**src/rtl/rwlm_pkg.sv**
```systemverilog
// ----------------------------------------------------------------------------
// rwlm_pkg
// Shared types and codes for the reader/writer lock manager: request and
// result words, decoded command, action and outcome codes, back-end state.
// ----------------------------------------------------------------------------
`default_nettype none

package rwlm_pkg;

    // thread identifier width, fixed by the word layout
    localparam int TID_W = 8;

    // request action codes
    localparam logic [2:0] ACT_EX_LOCK   = 3'd0;
    localparam logic [2:0] ACT_EX_TRY    = 3'd1;
    localparam logic [2:0] ACT_SH_LOCK   = 3'd2;
    localparam logic [2:0] ACT_SH_TRY    = 3'd3;
    localparam logic [2:0] ACT_UPGRADE   = 3'd4;
    localparam logic [2:0] ACT_EX_UNLOCK = 3'd5;
    localparam logic [2:0] ACT_SH_UNLOCK = 3'd6;

    // result outcome codes
    localparam logic [2:0] OC_GRANTED    = 3'd0;
    localparam logic [2:0] OC_REFUSED    = 3'd1;
    localparam logic [2:0] OC_QUEUED     = 3'd2;
    localparam logic [2:0] OC_WOKEN      = 3'd3;
    localparam logic [2:0] OC_RELEASED   = 3'd4;
    localparam logic [2:0] OC_NOT_HOLDER = 3'd5;
    localparam logic [2:0] OC_FULL       = 3'd6;

    // most readers one exclusive unlock may wake
    localparam int WAKE_LIMIT = 16;

    typedef struct packed {
        logic [2:0]       action;
        logic [TID_W-1:0] thread_id;
    } t_in_word;

    typedef struct packed {
        logic [2:0]       outcome;
        logic [TID_W-1:0] thread_out;
        logic [7:0]       readers_after;
        logic             exclusive_after;
        logic             last;
    } t_out_word;

    // decoded operation class
    typedef enum logic [2:0] {
        OP_EX_LOCK,
        OP_SH_LOCK,
        OP_UPGRADE,
        OP_EX_UNLOCK,
        OP_SH_UNLOCK,
        OP_BAD
    } t_op;

    typedef struct packed {
        t_op              op;
        logic             try_only;
        logic [TID_W-1:0] tid;
    } t_cmd;

    typedef enum logic [1:0] {
        BK_FETCH,
        BK_EXEC,
        BK_WAKE
    } t_bk_state;

    // back-end status seen by the top-level checks
    typedef struct packed {
        logic excl;
        logic rd_zero;
        logic wq_empty;
        logic wq_over;
        logic rq_over;
        logic waking;
    } t_bk_status;

endpackage

`default_nettype wire

```
**src/rtl/rwlm_front.sv**
```systemverilog
// ----------------------------------------------------------------------------
// rwlm_front
// Request intake: decodes each request word into an operation class and
// parks it in a two-entry command queue for the back end.
// ----------------------------------------------------------------------------
`default_nettype none

module rwlm_front (
    input  wire                     i_clk,
    input  wire                     i_rst_n,
    input  wire                     i_in_valid,
    output logic                    o_in_stall,
    input  wire rwlm_pkg::t_in_word i_in_word,
    output logic                    o_cmd_valid,
    input  wire                     i_cmd_pop,
    output rwlm_pkg::t_cmd          o_cmd
);
    import rwlm_pkg::*;

    t_cmd       r_slot [2];
    logic       r_wr_ptr;
    logic       r_rd_ptr;
    logic [1:0] r_cnt;
    t_cmd       dec_cmd;
    logic       push;
    logic       pop;

    // action decode
    always_comb begin
        dec_cmd.tid      = i_in_word.thread_id;
        dec_cmd.try_only = 1'b0;
        unique case (i_in_word.action)
            ACT_EX_LOCK:   dec_cmd.op = OP_EX_LOCK;
            ACT_EX_TRY: begin
                dec_cmd.op       = OP_EX_LOCK;
                dec_cmd.try_only = 1'b1;
            end
            ACT_SH_LOCK:   dec_cmd.op = OP_SH_LOCK;
            ACT_SH_TRY: begin
                dec_cmd.op       = OP_SH_LOCK;
                dec_cmd.try_only = 1'b1;
            end
            ACT_UPGRADE:   dec_cmd.op = OP_UPGRADE;
            ACT_EX_UNLOCK: dec_cmd.op = OP_EX_UNLOCK;
            ACT_SH_UNLOCK: dec_cmd.op = OP_SH_UNLOCK;
            default:       dec_cmd.op = OP_BAD;
        endcase
    end

    // two-entry command queue
    assign o_in_stall  = (r_cnt == 2'd2);
    assign o_cmd_valid = (r_cnt != 2'd0);
    assign o_cmd       = r_slot[r_rd_ptr];
    assign push        = i_in_valid && !o_in_stall;
    assign pop         = i_cmd_pop && o_cmd_valid;

    always_ff @(posedge i_clk) begin
        if (push) begin
            r_slot[r_wr_ptr] <= dec_cmd;
        end
    end

    always_ff @(posedge i_clk) begin
        if (!i_rst_n) begin
            r_wr_ptr <= 1'b0;
            r_rd_ptr <= 1'b0;
            r_cnt    <= 2'd0;
        end else begin
            if (push) begin
                r_wr_ptr <= ~r_wr_ptr;
            end
            if (pop) begin
                r_rd_ptr <= ~r_rd_ptr;
            end
            case ({push, pop})
                2'b10:   r_cnt <= r_cnt + 2'd1;
                2'b01:   r_cnt <= r_cnt - 2'd1;
                default: r_cnt <= r_cnt;
            endcase
        end
    end

endmodule

`default_nettype wire

```
**src/rtl/rwlm_back.sv**
```systemverilog
// ----------------------------------------------------------------------------
// rwlm_back
// Lock engine: holder state, writer and reader wait queues, result register.
// Fetches one command, executes it, and drains woken readers one a cycle while the output is not stalled.
// ----------------------------------------------------------------------------
`default_nettype none

module rwlm_back #(
    parameter int WAIT_DEPTH = 16,
    parameter int READER_MAX = 255
) (
    input  wire                  i_clk,
    input  wire                  i_rst_n,
    input  wire                  i_cmd_valid,
    input  wire rwlm_pkg::t_cmd  i_cmd,
    output logic                 o_cmd_pop,
    output logic                 o_out_valid,
    input  wire                  i_out_stall,
    output rwlm_pkg::t_out_word  o_out_word,
    output rwlm_pkg::t_bk_status o_status
);
    import rwlm_pkg::*;

    localparam int AW       = (WAIT_DEPTH > 1) ? $clog2(WAIT_DEPTH) : 1;
    localparam int CW       = $clog2(WAIT_DEPTH + 1);
    localparam int RW       = (READER_MAX > 1) ? $clog2(READER_MAX + 1) : 1;
    localparam int WAKE_CAP = (READER_MAX < WAKE_LIMIT) ? READER_MAX : WAKE_LIMIT;

    // wait queue storage
    logic [TID_W-1:0] wq_mem [WAIT_DEPTH];
    logic [TID_W-1:0] rq_mem [WAIT_DEPTH];

    t_bk_state        r_state, n_state;
    t_cmd             r_cmd;
    logic [RW-1:0]    r_rt, n_rt;
    logic             r_ex, n_ex;
    logic [TID_W-1:0] r_owner, n_owner;
    logic [AW-1:0]    r_wq_head, n_wq_head, r_wq_tail;
    logic [AW-1:0]    r_rq_head, n_rq_head, r_rq_tail;
    logic [CW-1:0]    r_wq_cnt, r_rq_cnt;
    logic [TID_W-1:0] r_wq_data, r_rq_data;
    logic [4:0]       r_wake_left, n_wake_left;
    logic             r_out_valid;
    t_out_word        r_out;

    logic             out_free;
    logic             emit;
    logic [2:0]       res_code;
    logic [TID_W-1:0] res_tid;
    logic             res_last;
    logic             exec_wake;
    logic             wq_push, wq_pop, rq_push, rq_pop;
    logic             wq_full, rq_full;
    logic             free_ex, free_sh;
    logic [4:0]       wake_n;
    logic [RW+7:0]    rt_ext;

    assign out_free = !r_out_valid || !i_out_stall;
    assign wq_full  = (r_wq_cnt == CW'(WAIT_DEPTH));
    assign rq_full  = (r_rq_cnt == CW'(WAIT_DEPTH));
    assign free_ex  = !r_ex && (r_rt == '0) && (r_wq_cnt == '0);
    assign free_sh  = !r_ex && (r_wq_cnt == '0);
    assign wake_n   = (32'(r_rq_cnt) > 32'(WAKE_CAP)) ? 5'(WAKE_CAP) : 5'(r_rq_cnt);

    // next state
    always_comb begin
        n_state = r_state;
        unique case (r_state)
            BK_FETCH: begin
                if (i_cmd_valid) begin
                    n_state = BK_EXEC;
                end
            end
            BK_EXEC: begin
                if (out_free) begin
                    n_state = exec_wake ? BK_WAKE : BK_FETCH;
                end
            end
            BK_WAKE: begin
                if (out_free && (r_wake_left == 5'd1)) begin
                    n_state = BK_FETCH;
                end
            end
            default: n_state = BK_FETCH;
        endcase
    end

    // state machine outputs
    always_comb begin
        o_cmd_pop = (r_state == BK_FETCH) && i_cmd_valid;
    end

    // command execution
    always_comb begin
        n_rt        = r_rt;
        n_ex        = r_ex;
        n_owner     = r_owner;
        n_wake_left = r_wake_left;
        wq_push     = 1'b0;
        wq_pop      = 1'b0;
        rq_push     = 1'b0;
        rq_pop      = 1'b0;
        emit        = 1'b0;
        exec_wake   = 1'b0;
        res_code    = OC_REFUSED;
        res_tid     = r_cmd.tid;
        res_last    = 1'b1;

        if ((r_state == BK_EXEC) && out_free) begin
            emit = 1'b1;
            case (r_cmd.op)
                OP_EX_LOCK: begin
                    if (free_ex) begin
                        n_ex     = 1'b1;
                        n_owner  = r_cmd.tid;
                        res_code = OC_GRANTED;
                    end else if (r_cmd.try_only) begin
                        res_code = OC_REFUSED;
                    end else if (wq_full) begin
                        res_code = OC_FULL;
                    end else begin
                        wq_push  = 1'b1;
                        res_code = OC_QUEUED;
                    end
                end
                OP_SH_LOCK: begin
                    if (free_sh) begin
                        if (32'(r_rt) >= READER_MAX) begin
                            res_code = OC_FULL;
                        end else begin
                            n_rt     = r_rt + RW'(1);
                            res_code = OC_GRANTED;
                        end
                    end else if (r_cmd.try_only) begin
                        res_code = OC_REFUSED;
                    end else if (rq_full) begin
                        res_code = OC_FULL;
                    end else begin
                        rq_push  = 1'b1;
                        res_code = OC_QUEUED;
                    end
                end
                OP_UPGRADE: begin
                    if (r_ex || (r_rt == '0)) begin
                        res_code = OC_NOT_HOLDER;
                    end else if (r_rt == RW'(1)) begin
                        n_rt     = '0;
                        n_ex     = 1'b1;
                        n_owner  = r_cmd.tid;
                        res_code = OC_GRANTED;
                    end else if (wq_full) begin
                        res_code = OC_FULL;
                    end else begin
                        // drop own read hold, then wait as a writer
                        n_rt     = r_rt - RW'(1);
                        wq_push  = 1'b1;
                        res_code = OC_QUEUED;
                    end
                end
                OP_EX_UNLOCK: begin
                    if (!r_ex || (r_owner != r_cmd.tid)) begin
                        res_code = OC_NOT_HOLDER;
                    end else if (r_wq_cnt != '0) begin
                        // hand off to the oldest writer
                        wq_pop   = 1'b1;
                        n_owner  = r_wq_data;
                        res_code = OC_WOKEN;
                        res_tid  = r_wq_data;
                    end else begin
                        n_ex    = 1'b0;
                        n_owner = '0;
                        if (r_rq_cnt == '0) begin
                            n_rt     = '0;
                            res_code = OC_RELEASED;
                        end else begin
                            // readers are woken afterwards, in the wake state
                            n_rt        = RW'(wake_n);
                            n_wake_left = wake_n;
                            exec_wake   = 1'b1;
                            emit        = 1'b0;
                        end
                    end
                end
                OP_SH_UNLOCK: begin
                    if (r_ex || (r_rt == '0)) begin
                        res_code = OC_NOT_HOLDER;
                    end else begin
                        n_rt = r_rt - RW'(1);
                        if ((r_rt == RW'(1)) && (r_wq_cnt != '0)) begin
                            wq_pop   = 1'b1;
                            n_ex     = 1'b1;
                            n_owner  = r_wq_data;
                            res_code = OC_WOKEN;
                            res_tid  = r_wq_data;
                        end else begin
                            res_code = OC_RELEASED;
                        end
                    end
                end
                default: res_code = OC_REFUSED;
            endcase
        end else if ((r_state == BK_WAKE) && out_free) begin
            emit        = 1'b1;
            rq_pop      = 1'b1;
            res_code    = OC_WOKEN;
            res_tid     = r_rq_data;
            res_last    = (r_wake_left == 5'd1);
            n_wake_left = r_wake_left - 5'd1;
        end
    end

    // next head pointers; reads look one step ahead
    always_comb begin
        n_wq_head = r_wq_head;
        n_rq_head = r_rq_head;
        if (wq_pop) begin
            n_wq_head = (r_wq_head == AW'(WAIT_DEPTH - 1)) ? '0 : r_wq_head + AW'(1);
        end
        if (rq_pop) begin
            n_rq_head = (r_rq_head == AW'(WAIT_DEPTH - 1)) ? '0 : r_rq_head + AW'(1);
        end
    end

    // queue memories with registered head read
    always_ff @(posedge i_clk) begin
        if (wq_push) begin
            wq_mem[r_wq_tail] <= r_cmd.tid;
        end
        if (rq_push) begin
            rq_mem[r_rq_tail] <= r_cmd.tid;
        end
        r_wq_data <= wq_mem[n_wq_head];
        r_rq_data <= rq_mem[n_rq_head];
    end

    // command capture and result payload
    always_ff @(posedge i_clk) begin
        if (o_cmd_pop) begin
            r_cmd <= i_cmd;
        end
        if (out_free && emit) begin
            r_out.outcome         <= res_code;
            r_out.thread_out      <= res_tid;
            r_out.readers_after   <= rt_ext[7:0];
            r_out.exclusive_after <= n_ex;
            r_out.last            <= res_last;
        end
    end

    assign rt_ext = {8'd0, n_rt};

    // control state
    always_ff @(posedge i_clk) begin
        if (!i_rst_n) begin
            r_state     <= BK_FETCH;
            r_rt        <= '0;
            r_ex        <= 1'b0;
            r_owner     <= '0;
            r_wq_head   <= '0;
            r_wq_tail   <= '0;
            r_wq_cnt    <= '0;
            r_rq_head   <= '0;
            r_rq_tail   <= '0;
            r_rq_cnt    <= '0;
            r_wake_left <= '0;
            r_out_valid <= 1'b0;
        end else begin
            r_state     <= n_state;
            r_rt        <= n_rt;
            r_ex        <= n_ex;
            r_owner     <= n_owner;
            r_wake_left <= n_wake_left;
            r_wq_head   <= n_wq_head;
            r_rq_head   <= n_rq_head;
            if (wq_push) begin
                r_wq_tail <= (r_wq_tail == AW'(WAIT_DEPTH - 1)) ? '0 : r_wq_tail + AW'(1);
                r_wq_cnt  <= r_wq_cnt + CW'(1);
            end else if (wq_pop) begin
                r_wq_cnt  <= r_wq_cnt - CW'(1);
            end
            if (rq_push) begin
                r_rq_tail <= (r_rq_tail == AW'(WAIT_DEPTH - 1)) ? '0 : r_rq_tail + AW'(1);
                r_rq_cnt  <= r_rq_cnt + CW'(1);
            end else if (rq_pop) begin
                r_rq_cnt  <= r_rq_cnt - CW'(1);
            end
            if (out_free) begin
                r_out_valid <= emit;
            end
        end
    end

    assign o_out_valid = r_out_valid;
    assign o_out_word  = r_out;

    assign o_status.excl     = r_ex;
    assign o_status.rd_zero  = (r_rt == '0);
    assign o_status.wq_empty = (r_wq_cnt == '0);
    assign o_status.wq_over  = (32'(r_wq_cnt) > WAIT_DEPTH);
    assign o_status.rq_over  = (32'(r_rq_cnt) > WAIT_DEPTH);
    assign o_status.waking   = (r_state == BK_WAKE);

endmodule

`default_nettype wire

```
**src/rtl/rw_lock_manager.sv**
```systemverilog
// ----------------------------------------------------------------------------
// rw_lock_manager
// Writer-preferring reader/writer lock manager with FIFO wait queues for
// writers and readers; a front end decodes requests, a back end runs them.
//
//   channel  direction  valid        stall        word
//   request  in         i_in_valid   o_in_stall   i_in_word  (t_in_word)
//   result   out        o_out_valid  i_out_stall  o_out_word (t_out_word)
//
// The back end fetches a request as a command, then executes it. An
// exclusive unlock waking readers adds one reader-queue read per cycle,
// unless stalled. The front queue holds two requests, so input is taken
// while the back end works or a result waits in the output register.
// Reset is synchronous; wait queue storage needs no clearing pass.
// ----------------------------------------------------------------------------
`default_nettype none

module rw_lock_manager #(
    parameter int WAIT_DEPTH = 16,
    parameter int READER_MAX = 255
) (
    input  wire                     i_clk,
    input  wire                     i_rst_n,
    input  wire                     i_in_valid,
    output logic                    o_in_stall,
    input  wire rwlm_pkg::t_in_word i_in_word,
    output logic                    o_out_valid,
    input  wire                     i_out_stall,
    output rwlm_pkg::t_out_word     o_out_word
);
    import rwlm_pkg::*;

    logic       cmd_valid;
    logic       cmd_pop;
    t_cmd       cmd;
    t_bk_status status;

    rwlm_front u_front (
        .i_clk       (i_clk),
        .i_rst_n     (i_rst_n),
        .i_in_valid  (i_in_valid),
        .o_in_stall  (o_in_stall),
        .i_in_word   (i_in_word),
        .o_cmd_valid (cmd_valid),
        .i_cmd_pop   (cmd_pop),
        .o_cmd       (cmd)
    );

    rwlm_back #(
        .WAIT_DEPTH (WAIT_DEPTH),
        .READER_MAX (READER_MAX)
    ) u_back (
        .i_clk       (i_clk),
        .i_rst_n     (i_rst_n),
        .i_cmd_valid (cmd_valid),
        .i_cmd       (cmd),
        .o_cmd_pop   (cmd_pop),
        .o_out_valid (o_out_valid),
        .i_out_stall (i_out_stall),
        .o_out_word  (o_out_word),
        .o_status    (status)
    );

    // an exclusive owner never coexists with read holds
    a_excl_no_readers: assert property (@(posedge i_clk) disable iff (!i_rst_n)
        status.excl |-> status.rd_zero)
        else $error("exclusive owner with nonzero reader count");

    // wait queue occupancy stays within depth
    a_queue_bound: assert property (@(posedge i_clk) disable iff (!i_rst_n)
        !status.wq_over && !status.rq_over)
        else $error("wait queue count beyond depth");

    // readers are only woken when no writer waits
    a_wake_writer_pref: assert property (@(posedge i_clk) disable iff (!i_rst_n)
        status.waking |-> (status.wq_empty && !status.excl))
        else $error("reader wake while a writer waits or owns the lock");

    // reported state agrees on exclusive ownership
    a_out_consistent: assert property (@(posedge i_clk) disable iff (!i_rst_n)
        (o_out_valid && o_out_word.exclusive_after) |-> (o_out_word.readers_after == 8'd0))
        else $error("result reports readers under exclusive hold");

endmodule

`default_nettype wire
```
**config.mk**
```make
export PLATFORM = sky130hd
export DESIGN_NAME = rw_lock_manager
export DESIGN_NICKNAME = d
export VERILOG_FILES = /design/src/rtl/rwlm_pkg.sv /design/src/rtl/rwlm_front.sv /design/src/rtl/rwlm_back.sv /design/src/rtl/rw_lock_manager.sv
export SDC_FILE = /design/constraint.sdc
export NUM_CORES = 1
export LEC_CHECK = 0
export BUFFER_PORTS_ARGS = -buffer_cell sky130_fd_sc_hd__buf_2
export CAP_MARGIN = 10
export CORE_ASPECT_RATIO = 0.9
export CORE_MARGIN = 4
export CORE_UTILIZATION = 40
export CTS_BUF_LIST = sky130_fd_sc_hd__clkbuf_4 sky130_fd_sc_hd__clkbuf_8
export CTS_CLUSTER_DIAMETER = 60
export CTS_CLUSTER_SIZE = 8
export DETAILED_ROUTE_END_ITERATION = 10
export GPL_ROUTABILITY_DRIVEN = 0
export PLACE_DENSITY = 0.62
export SLEW_MARGIN = 20
export SYNTH_ARGS = -nofsm -noshare
export SYNTH_HDL_FRONTEND = slang
export SYNTH_HIERARCHICAL = 1
export SYNTH_SLANG_ARGS = --single-unit
```
**constraint.sdc**
```tcl
create_clock -name i_clk -period 5.1 [get_ports i_clk]
set_clock_uncertainty 0.1 [all_clocks]
set_input_delay 0.255 -clock i_clk [delete_from_list [all_inputs] [get_ports i_clk]]
set_output_delay 0.255 -clock i_clk [all_outputs]
set_load 0.05 [all_outputs]
```
* Yosys cells after proc, flatten, opt, wreduce, memory -nomap -nowiden *
Memory sizes are Yosys's and may differ from the RTL's. A register that Yosys moved wholly into a read port is not among the register bits.
Cells that the tools add are included.

storage, ports and cells
  output and inout port bits = 23
  flip-flop bits (word level) = 76
  memory bits (writable) = 280
  word-level logic and storage cells = 229
  input port bits = 15
  memories = 3

operators by class
  multiplexer cells = 113
  equality and inequality tests = 37
  add/sub/neg operators = 13
  bitwise gates (word level) = 3
  reductions and logical operators = 38
  order comparisons = 2

memories
  memory          words  bits a word  rd ports  clocked after memory_dff  wr ports  line              source
  u_back.rq_mem   16     8            1         1                         1         rwlm_back.sv:31   logic [TID_W-1:0] rq_mem [WAIT_DEPTH];
  u_back.wq_mem   16     8            1         1                         1         rwlm_back.sv:30   logic [TID_W-1:0] wq_mem [WAIT_DEPTH];
  u_front.r_slot  2      12           1         1                         1         rwlm_front.sv:20  t_cmd r_slot [2];

operators by type and width
  cell                                                                     count
  8-bit 2-to-1 mux                                                         22
  8-bit case mux with 4 select lines                                       2
  5-bit 2-to-1 mux                                                         12
  3-bit 2-to-1 mux                                                         15
  1-bit 2-to-1 mux                                                         43
  3-bit case mux with 5 select lines                                       2
  4-bit 2-to-1 mux                                                         6
  4-bit by 1-bit adder with 4-bit output, second input constant            4
  4-bit equality test, second input constant                               4
  8-bit case mux with 2 select lines                                       1
  5-bit by 1-bit subtractor with 5-bit output, second input constant       3
  2-bit inequality test, second input constant                             7
  3-bit by 2-bit equality test with 1-bit output, second input constant    4
  3-bit equality test, second input constant                               4
  2-bit by 1-bit inequality test with 1-bit output, second input constant  6
  1-bit logical AND                                                        11
  5-bit by 1-bit adder with 5-bit output, second input constant            2
  5-bit equality test, second input constant                               2
  5-bit logical NOT                                                        2
  2-bit 2-to-1 mux                                                         5
  2-bit nonzero test                                                       5
  8-bit by 1-bit adder with 8-bit output, second input constant            1
  8-bit by 1-bit equality test with 1-bit output, second input constant    1
  8-bit greater-or-equal comparator, second input constant                 1
  other kinds (25)                                                         41

* Depth between registers and ports, before layout *
  depth in word-level cells = 9
  mapped depth = 15
  mapped depth without buffers = 14

* Modules after synthesis *
Netlist, hierarchy kept.

modules (own cells, without submodules)
  module      area an instance (um2)  times used  cells each  seq. area each (um2)
  rwlm_back   15511.1                 1           1288        10019.6
  rwlm_front  1121.1                  1           68          820.8

* Worst setup path before layout *
No wires, ideal clock.

  path type = flip-flop to flip-flop
  from = register, netlist name u_back/r_cmd[0]
  to = register u_back.r_out, in the netlist u_back/o_out_word[0], enable pin
  stages on the path, launching flop included = 7
  path slack = 1707 ps
  required time = 4572 ps
  buffers on the path = 0
  library setup time = 428 ps
  arrival time = 2865 ps
  clock period less this slack = 3393 ps
  cells stage by stage = edfxtp_1 > xnor2_1 > nand4_1 > nor3_1 > nand2_1 > nor3b_1 > o21ai_0

between the ends
  longest elaborated chain between the ends = 6

ends and longest elaborated chain
  element                line              source
  8-bit inequality test  rwlm_back.sv:161  if (!r_ex || (r_owner != r_cmd.tid)) begin
  1-bit logical OR       rwlm_back.sv:161
  1-bit 2-to-1 mux       rwlm_back.sv:161
  1-bit 2-to-1 mux       rwlm_back.sv:111  case (r_cmd.op)
  1-bit 2-to-1 mux       rwlm_back.sv:109  if ((r_state == BK_EXEC) && out_free) begin
  1-bit logical AND      rwlm_back.sv:241  if (out_free && emit) begin
  to (decl)              rwlm_back.sv:44   t_out_word r_out;

Every way passes these cells.
A chain may end at the register's enable or synchronous reset.

* Final worst setup path *
  from = register, netlist name u_back/r_cmd[9]
  to = register u_back.r_wq_data[6], read port of u_back.wq_mem

between the ends
  longest elaborated chain between the ends = 4
  elaborated cells between the ends (all ways) = 5
  classes of those cells = 2 x eq/ne; 3 x mux

ends and longest elaborated chain
  element                                                                                       line              source
  3-bit equality test / 3-bit by 2-bit equality test with 1-bit output (equally long branches)  rwlm_back.sv:111
  1-bit case mux with 2 select lines *                                                          rwlm_back.sv:111
  1-bit 2-to-1 mux *                                                                            rwlm_back.sv:109
  4-bit 2-to-1 mux *                                                                            rwlm_back.sv:216  if (wq_pop) begin
  to (decl)                                                                                     rwlm_back.sv:41   logic [TID_W-1:0] r_wq_data, r_rq_data;

Mark *: on every way between the ends. The rest lies on a longest branch, timed or not.

==> impl_metrics.env <==
export IMPL_avgSynthCellArea_sq_um=12.3
export IMPL_maxCapViolations=0
export IMPL_grt_usage_pct=16.6
export IMPL_drive_gt1_share_pct=13.9
export IMPL_cts_buffers=54
export IMPL_drt_iter0_markers=925
export IMPL_rr_worst_depth=10
export IMPL_combPwrFrac_pct=16.6
export IMPL_power_frac_seq_pct=51.5
export IMPL_power_frac_clock_pct=31.9
export IMPL_r2r_end="u_back/r_wq_data[6]$_DFF_P_"
export IMPL_initial_utilization_pct=40.7
export IMPL_start_kind="register"
export IMPL_syn_to_final_growth_pct=12.8
export IMPL_utilization_pct=45.9
export IMPL_cp_max_fo=31
export IMPL_crit_path_end_kind="register"
export IMPL_routedWlPerCell_um=19.2
export IMPL_hpwl_um=24000
export IMPL_relSlewSlack_pct=33.3
export IMPL_crit_arrival_ns=4.27
export IMPL_yosysWarnings=6
export IMPL_die_w_um=223
export IMPL_final_cells=2004
export IMPL_diodes=0
export IMPL_netlist_area_sq_mm=0.0166
export IMPL_routed_wl_um=38400
export IMPL_report_final_slew_viol_count=0
export IMPL_fin_setup_tns_ns=0
export IMPL_fmax_mhz=260
export IMPL_cts_buffer_depth=3
export IMPL_status="finished, final reports clean"
export IMPL_rsz0062_at_grt="no"
export IMPL_clk_latency_ns=0.64
export IMPL_setup_violations=0
export IMPL_dieArea_sq_mm=0.0449
export IMPL_drc=0
export IMPL_postCtsSetupBuffers=0
export IMPL_p_sw_share_pct=28.7
export IMPL_ctsRootBufferMaster="clkbuf_8"
export IMPL_hold_viol=0
export IMPL_core_sq_mm=0.0408
export IMPL_startpoint="u_back/r_cmd[9]$_DFFE_PP_"
export IMPL_antenna_found_initial=0
export IMPL_synthCells=1353
export IMPL_dp_cells=1889
export IMPL_path_class="reg2reg"
export IMPL_dr_pass1_iters=5
export IMPL_hp_class="in2reg"
export IMPL_endpoint="u_back/r_wq_data[6]$_DFF_P_"
export IMPL_final_cell_mix="edfxtp_1 (313), nand2_1 (186), nor2_1 (107), dfxtp_1 (72), clkbuf_8 (54)"
export IMPL_r2r_slack_ns=1.25
export IMPL_finalCriticalPeriod_ns=3.85
export IMPL_pin_count=38
export IMPL_grt_max_degree=54
export IMPL_grt_overflow=0
export IMPL_num_rows=70
export IMPL_io_buffers=37
export IMPL_ant_nets=0
export IMPL_required_ns=5.52
export IMPL_htree_levels=2
export IMPL_synth_fp_nets=1393
export IMPL_p_int_w=0.00557
export IMPL_layout_commonest_cell="edfxtp_1"
export IMPL_irDropWorstVdd_mv=0.281
export IMPL_die_h_um=201
export IMPL_power_switching_w=0.00224
export IMPL_cts_sinks=385
export IMPL_p_leak_nw=6.49
export IMPL_fin_nets=1459
export IMPL_grt_pass1_vias=10500
export IMPL_grt_first_pass_wirelength_um=59600
export IMPL_r2r_start="u_back/r_cmd[9]$_DFFE_PP_"
export IMPL_min_period_over_period_pct=75.5
export IMPL_viasPerCell=5.42
export IMPL_clk_pin_slew_ns=0.06
export IMPL_cts_tree="done"
export IMPL_tightest_slew_ns=0.997
export IMPL_power_per_cell_area_mw_per_mm2=417
export IMPL_vias=10900
[through the flow]
step | instance area [sq um] | setup WS, ns | hold WS, ns | power (W)
after detailed placement | 17500 | 1.29 | 0.349 | 0.00538
final | 18700 | 1.25 | 0.199 | 0.00781
after global routing | 18700 | 1.07 | 0.210 | 0.00813
after floorplan | 16600 | 1.71 | 0.254 | 0.00486
after CTS | 18700 | 1.28 | 0.154 | 0.00788
after global placement | 17500 | 1.31 | 0.343 | 0.00535
[metal layers]
metal / track usage [%] / vias to the layer above / routed length, um
li1: - / 5172 / -
met4: 5.83 / 0 / 1060
met2: 26.7 / 331 / 17700
met5: 0 / - / 0
met3: 2.44 / 67 / 2070
met1: 23.4 / 5300 / 17600
[area by class of cell]
cell class / count / area (sq um)
sequential: 385 / 10800
fill: 3715 / 22100
tap: 540 / 676
clock buffer: 97 / 1070
multi-input combinational: 872 / 5440
clock inverter: 4 / 62.6
timing repair buffer: 82 / 571
inverter: 24 / 90.1
[worst max-delay path, cell delays in order, from the launching register on]
cell and delay (ns):
edfxtp_1 0.64, or3b_4 0.53, or3_4 0.38, nor3_4 0.18
a22oi_4 0.15, mux2_2 0.69, buf_4 0.44, mux2i_1 0.28
o22ai_1 0.10, a21oi_1 0.16, o22ai_1 0.08
[state kept, by name, indices dropped and copies added, names as in the netlist, 12 cells and up, named ones only]
signal,count
u_back/o_out_word,21
u_back/r_cmd,12
u_back/rq_mem,128
u_back/wq_mem,128
u_front/r_slot,24
[how the worst min path moves through the flow]
stage                  from                        endpoint  slack, ns  cells past startpoint
2_1_floorplan  i_in_word[0]  u_front/r_slot[0][0]$_DFFE_PP_       0.25                      0
3_3_place_gp   i_in_word[0]  u_front/r_slot[1][0]$_DFFE_PP_       0.34                      1
3_5_place_dp   i_in_word[1]  u_front/r_slot[0][1]$_DFFE_PP_       0.35                      1
4_1_cts             i_rst_n  u_back/r_owner[5]$_SDFFE_PN0P_       0.15                      2
5_1_grt             i_rst_n  u_back/r_owner[3]$_SDFFE_PN0P_       0.21                      2
6_report            i_rst_n  u_back/r_owner[5]$_SDFFE_PN0P_       0.20                      2
[power groups by stage]
stage / registers, W / logic (W) / clock network (W)
after floorplan: 0.00430 / 0.000559 / 0
after global placement: 0.00408 / 0.00127 / 0
after detailed placement: 0.00409 / 0.00128 / 0
after CTS: 0.00403 / 0.00129 / 0.00256
after global routing: 0.00404 / 0.00139 / 0.00270
final: 0.00402 / 0.00130 / 0.00249
[repair_timing]
action | in CTS | in global routing
resized for setup | 0 | 0
endpoints found under the hold margin | 26 | 0
setup endpoints to repair | 0 | 0
hold buffers | 14 | 0
Power figures use the tool's default switching activity.
